**config.mk**
```make
export PLATFORM = sky130hd
export DESIGN_NAME = mvss_front
export DESIGN_NICKNAME = d
export VERILOG_FILES = /design/src/design/mvss_pkg.sv /design/src/design/mvss_front.sv
export SDC_FILE = /design/constraint.sdc
export NUM_CORES = 1
export LEC_CHECK = 0
export ABC_AREA = 1
export ABC_CLOCK_PERIOD_IN_PS = 8400
export BUFFER_PORTS_ARGS = -buffer_cell sky130_fd_sc_hd__buf_2
export CORE_UTILIZATION = 55
export CTS_CLUSTER_DIAMETER = 80
export DETAILED_ROUTE_END_ITERATION = 12
export PLACE_DENSITY = 0.82
export SETUP_SLACK_MARGIN = 0.02
export SLEW_MARGIN = 20
export SYNTH_ARGS = -nofsm -noshare
export SYNTH_HDL_FRONTEND = slang
export SYNTH_SLANG_ARGS = --single-unit
```
**constraint.sdc**
```tcl
create_clock -name clk -period 8.4 [get_ports clk]
set_input_delay 0.84 -clock clk [delete_from_list [all_inputs] [get_ports clk]]
set_output_delay 0.84 -clock clk [all_outputs]
set_load 0.005 [all_outputs]
```
**src/design/mvss_pkg.sv**
```systemverilog
// Shared types, constants and codes for the multi-voice sweep synthesiser.
// No dependencies; every other design file imports this package.
package mvss_pkg;

  localparam int VOICE_COUNT_DEF = 6;

  localparam int          TONE_LEVEL   = 11000;
  localparam logic [15:0] LFSR_TAPS    = 16'hB400;
  localparam logic [15:0] LFSR_SEED    = 16'hACE1;
  localparam int          HALF_SCALE   = 32768;
  localparam logic [12:0] GAIN_MAX     = 13'd4096;
  localparam logic [8:0]  MASTER_UNITY = 9'd256;
  localparam logic [8:0]  MASTER_RESET = 9'd128;
  localparam int          DIV3_RECIP   = 43691;  // ceil(2^17 / 3)
  localparam int          CMD_DEPTH    = 2;

  localparam logic OP_TICK    = 1'b0;
  localparam logic OP_TRIGGER = 1'b1;

  typedef enum logic [1:0] {
    WAVE_SQUARE = 2'd0,
    WAVE_SAW    = 2'd1,
    WAVE_SINE   = 2'd2,
    WAVE_NOISE  = 2'd3
  } wave_t;

  typedef struct packed {
    logic        op;
    wave_t       wave;
    logic [15:0] start_step;
    logic [15:0] end_step;
    logic [12:0] gain;
    logic [15:0] attack;
    logic [15:0] length;
  } cmd_t;

  typedef struct packed {
    logic valid;
    cmd_t cmd;
  } cmd_if_t;

  typedef struct packed {
    logic        go;
    logic [31:0] num;
    logic [15:0] den;
  } div_req_t;

  typedef struct packed {
    logic        done;
    logic [15:0] quo;
  } div_rsp_t;

endpackage

```
**src/design/mvss_front.sv**
```systemverilog
// Front end: takes input transfers, clamps the gain and queues commands.
// Depends on mvss_pkg.
module mvss_front
  import mvss_pkg::*;
(
  input  logic        clk,
  input  logic        rst,
  input  logic        push,
  output logic        full,
  input  logic        operation,
  input  logic [1:0]  waveform,
  input  logic [15:0] start_step,
  input  logic [15:0] end_step,
  input  logic [12:0] amplitude,
  input  logic [15:0] attack_samples,
  input  logic [15:0] duration_samples,
  output cmd_if_t     cmd_out,
  input  logic        cmd_pop
);

  localparam int PTR_W = $clog2(CMD_DEPTH);

  cmd_t               slots [CMD_DEPTH];
  logic [PTR_W-1:0]   wptr;
  logic [PTR_W-1:0]   rptr;
  logic [PTR_W:0]     count;
  cmd_t               incoming;
  logic               do_push;
  logic               do_pop;

  always_comb begin
    incoming.op         = operation;
    incoming.wave       = wave_t'(waveform);
    incoming.start_step = start_step;
    incoming.end_step   = end_step;
    incoming.gain       = (amplitude > GAIN_MAX) ? GAIN_MAX : amplitude;
    incoming.attack     = attack_samples;
    incoming.length     = duration_samples;
  end

  assign full          = (count == (PTR_W+1)'(CMD_DEPTH));
  assign do_push       = push && !full;
  assign do_pop        = cmd_pop && (count != '0);
  assign cmd_out.valid = (count != '0);
  assign cmd_out.cmd   = slots[rptr];

  always_ff @(posedge clk) begin
    if (do_push) begin
      slots[wptr] <= incoming;
    end
  end

  always_ff @(posedge clk) begin
    if (rst) begin
      wptr  <= '0;
      rptr  <= '0;
      count <= '0;
    end else begin
      if (do_push) wptr <= wptr + PTR_W'(1);
      if (do_pop)  rptr <= rptr + PTR_W'(1);
      count <= count + (PTR_W+1)'(do_push) - (PTR_W+1)'(do_pop);
    end
  end

endmodule

```
# After elaboration in Yosys (flattened, before gate mapping)
# Memory sizes are Yosys's and may differ from the RTL's. A register that Yosys moved wholly into a read port is not among the register bits.
# Cells that the tools add are included.
# word_totals
memories	1
reg_bits	4
mem_bits_rw	160
# classes
reduce_logical	4
add_sub_neg	4
magnitude_cmp	1
n_eq_ne	1
mux	5
# mem_list
name	words	width	rd	rd_clocked_by_memory_dff	wr	line_no	rtl
slots	2	80	1	1	1	mvss_front.sv:23	cmd_t slots [CMD_DEPTH];
# op_table
operator	n
$gt 13x13->1 const B	1
$mux 13	1
$mux 1	4
$add 1x1->1 const B	2
$add 2x1->2	1
$eq 2x2->1 const B	1
$logic_and 1x1->1	2
$reduce_bool 2->1	1
$sub 2x1->2	1
$logic_not 1->1	1

# Longest topological paths before layout
# logic_depth
depth_word	5
mapped_depth	11

# Worst setup path before layout
# No wires, ideal clock.
# synth_timing
path_type	input to register
startpoint	input port push
endpoint	memory slots[0][0] (netlist name) (enable)
n_path_buf	0
t_required_ns	7.881
path_stages	2
slack_ns	3.627
arrival_ns	4.254
path_cell_list	o21ai_2 > nor2_1
# synth_between
elab_chain_len	3
# synth_lines
item	line_no	rtl
start, declared	mvss_front.sv:8	input logic push,
$logic_and 1x1->1	mvss_front.sv:42	assign do_push = push && !full;
$mux 1	mvss_front.sv:48	if (do_push) begin
$mux 1 (not written as such)	mvss_front.sv:49	slots[wptr] <= incoming;
end, declared	mvss_front.sv:23	
# No other way between the ends.

==> impl_metrics.env <==
export IMPL_p_per_area_nw_per_um2=298
export IMPL_cts_resized=0
export IMPL_post_cts_setup_buffer_count=0
export IMPL_finalNetCount=580
export IMPL_switching_share_pct=24.6
export IMPL_hold_buffers=0
export IMPL_cts_tree="yes"
export IMPL_yosys_area_top_type="edfxtp_1"
export IMPL_routedWlPerCell_um=17.2
export IMPL_ys_top_cells_by_area="edfxtp_1, mux2_4, buf_12, dfxtp_1, a21oi_2"
export IMPL_intPower_mw=1.82
export IMPL_period_share_pct=39.7
export IMPL_crit_arrival_ns=2.50
export IMPL_clk_path_buf_depth=2
export IMPL_clock_sinks=165
export IMPL_grt_max_degree=50
export IMPL_gp_congestion=0.695
export IMPL_synth_top_area_share_pct=72.5
export IMPL_fin_skew_ns=0.00644
export IMPL_io_buffers=165
export IMPL_placed_area_um2=7480
export IMPL_core_um2=11600
export IMPL_netlist_instances=319
export IMPL_synth_net_count=405
export IMPL_yosysWarnings=0
export IMPL_finalMaxSlewViolations=0
export IMPL_cts_root_buf="clkbuf_16"
export IMPL_crit_path_end_kind="output port"
export IMPL_finalSetupTns_ns=0
export IMPL_dp_hpwl_mm=7.59
export IMPL_avgSynthCellArea_um2=20.8
export IMPL_violations="design-rule violations"
export IMPL_hold_class="reg -> reg"
export IMPL_vias=3324
export IMPL_final_cell_mix="buf_2, edfxtp_1, mux2_4"
export IMPL_final_common_cell="buf_2"
export IMPL_grt_overflow=0
export IMPL_fmax_mhz=300
export IMPL_rrSetupSlack_ns=5.98
export IMPL_cp_max_fo=49
export IMPL_die_area_um2=12500
export IMPL_drt_total_wl_mm=11.2
export IMPL_maxCapViolCount=0
export IMPL_p_clk_share_pct=31.6
export IMPL_ant_nets=0
export IMPL_viasPerCell=5.11
export IMPL_grt_usage_pct=18.5
export IMPL_clk_latency_ns=0.41
export IMPL_p_comb_share_pct=22.3
export IMPL_clk_pin_slew_ns=0.06
export IMPL_drc_errors=16
export IMPL_final_cell_count_no_fill=650
export IMPL_grt_setup_unrepaired="no"
export IMPL_h_tree_depth=4
export IMPL_p_leak_nw=3.25
export IMPL_syn_to_final_growth_pct=21.8
export IMPL_power_net_switching_uw=591
export IMPL_drt_pass1_iter_count=9
export IMPL_start_kind="flip-flop"
export IMPL_placed_cells=618
export IMPL_insertedDiodeCount=0
export IMPL_ys_ff_latch=165
export IMPL_die_w_um=112
export IMPL_grt_pass1_wl_mm=17.1
export IMPL_synth_cell_type_count=20
export IMPL_critPathRequiredTime_ns=7.56
export IMPL_max_slew_margin_rel_pct=30.8
export IMPL_worst_pin_slew_ns=1.04
export IMPL_status="finished with violations"
export IMPL_ir_worst_vdd_v=0.000172
export IMPL_io_pins=166
export IMPL_start_util_pct=57.3
export IMPL_synthesis_area_um2=6630
export IMPL_hold_viol_final=0
export IMPL_final_util_pct=69.8
export IMPL_finalSetupViolCount=0
export IMPL_grt_pass1_vias=3378
export IMPL_dr_first_iter_drc_count=162
export IMPL_cts_buffers_inserted=17
export IMPL_critical_path_class="reg -> out"
export IMPL_seq_power_share_pct=46.1
export IMPL_period_needed_ns=3.34
export IMPL_final_cell_area_um2=8070
export IMPL_row_count=39
export IMPL_ys_seq_area_share_pct=74.0
export IMPL_drive_gt1_share_pct=57.6
export IMPL_antenna_found_initial=0
export IMPL_die_y_um=112
export IMPL_final_fill_count=745
per-stage QoR:
| stage | hold slack [ns] | total power, mW | setup slack, ns |
|---|---|---|---|
| after CTS | 0.501 | 2.43 | 5.04 |
| final | 0.499 | 2.41 | 5.06 |
| after floorplan | 0.453 | 1.52 | 3.63 |
| after global placement | 0.465 | 1.65 | 5.48 |
| after detailed placement | 0.496 | 1.67 | 5.43 |
| after global routing | 0.538 | 2.50 | 4.95 |
sequential cells by signal, summed over array words and instances, names as in the netlist, named ones only:
name   flops
count      2
rptr       1
slots    160
wptr       1
per-layer routing:
layer / GRT usage (%) / share of wire, % / vias up
met4: 9.19 / 1.8 / 0
met2: 30.3 / 50 / 131
met1: 22.5 / 41 / 1617
met3: 5.44 / 6.8 / 16
met5: 0 / 0 / -
li1: - / - / 1560
power by group through the flow:
stage                     combinational (mW)  clock [mW]  sequential [mW]
after floorplan                        0.415           0             1.10
after global placement                 0.533           0             1.12
after detailed placement               0.545           0             1.13
after CTS                              0.547       0.772             1.11
after global routing                   0.579       0.803             1.12
final                                  0.538       0.761             1.11
area by class of cell:
class	count	area [um2]	area share, %
clock buffer	17	425	5.27
clock inverter	15	164	2.03
inverter	20	75.1	0.930
multi-input combinational	122	1470	18.2
sequential	165	4910	60.8
tap	143	179	2.22
timing repair buffer	168	848	10.5
cells by family after synthesis:
group                    synth area share, %
AO/OA/AOI/OAI                           2.10
XOR/XNOR                               0.132
adder cells (fa/ha/maj)                0.377
buffers and inverters                   4.02
flip-flops                              74.0
multiplexers                            18.1
AND/OR/NAND/NOR                         1.26
synth_stat cells (all sizes together):
cell type / count
edfxtp: 160
mux2: 80
inv: 20
a21oi: 15
nor2: 12
buf: 11
nand2: 9
dfxtp: 5
o21ai: 3
ha: 2
clkbuf: 1
xnor2: 1
critical path, stage by stage (launching register included):
cell	delay [ns]
dfxtp_4	0.72
buf_4	0.78
mux2_4	0.36
buf_2	0.13
worst paths after layout:
kind,startpoint,endpoint,cells past startpoint
max,flip-flop,cmd_out[20],3
min,rptr$_SDFFE_PP0P_,flip-flop,2
max reg2reg,count[1]$_SDFF_PP0_,slots[1][7]$_DFFE_PP_,4
min reg2reg,rptr$_SDFFE_PP0P_,flip-flop,2
No activity file was read; power rests on OpenSTA's default activity.
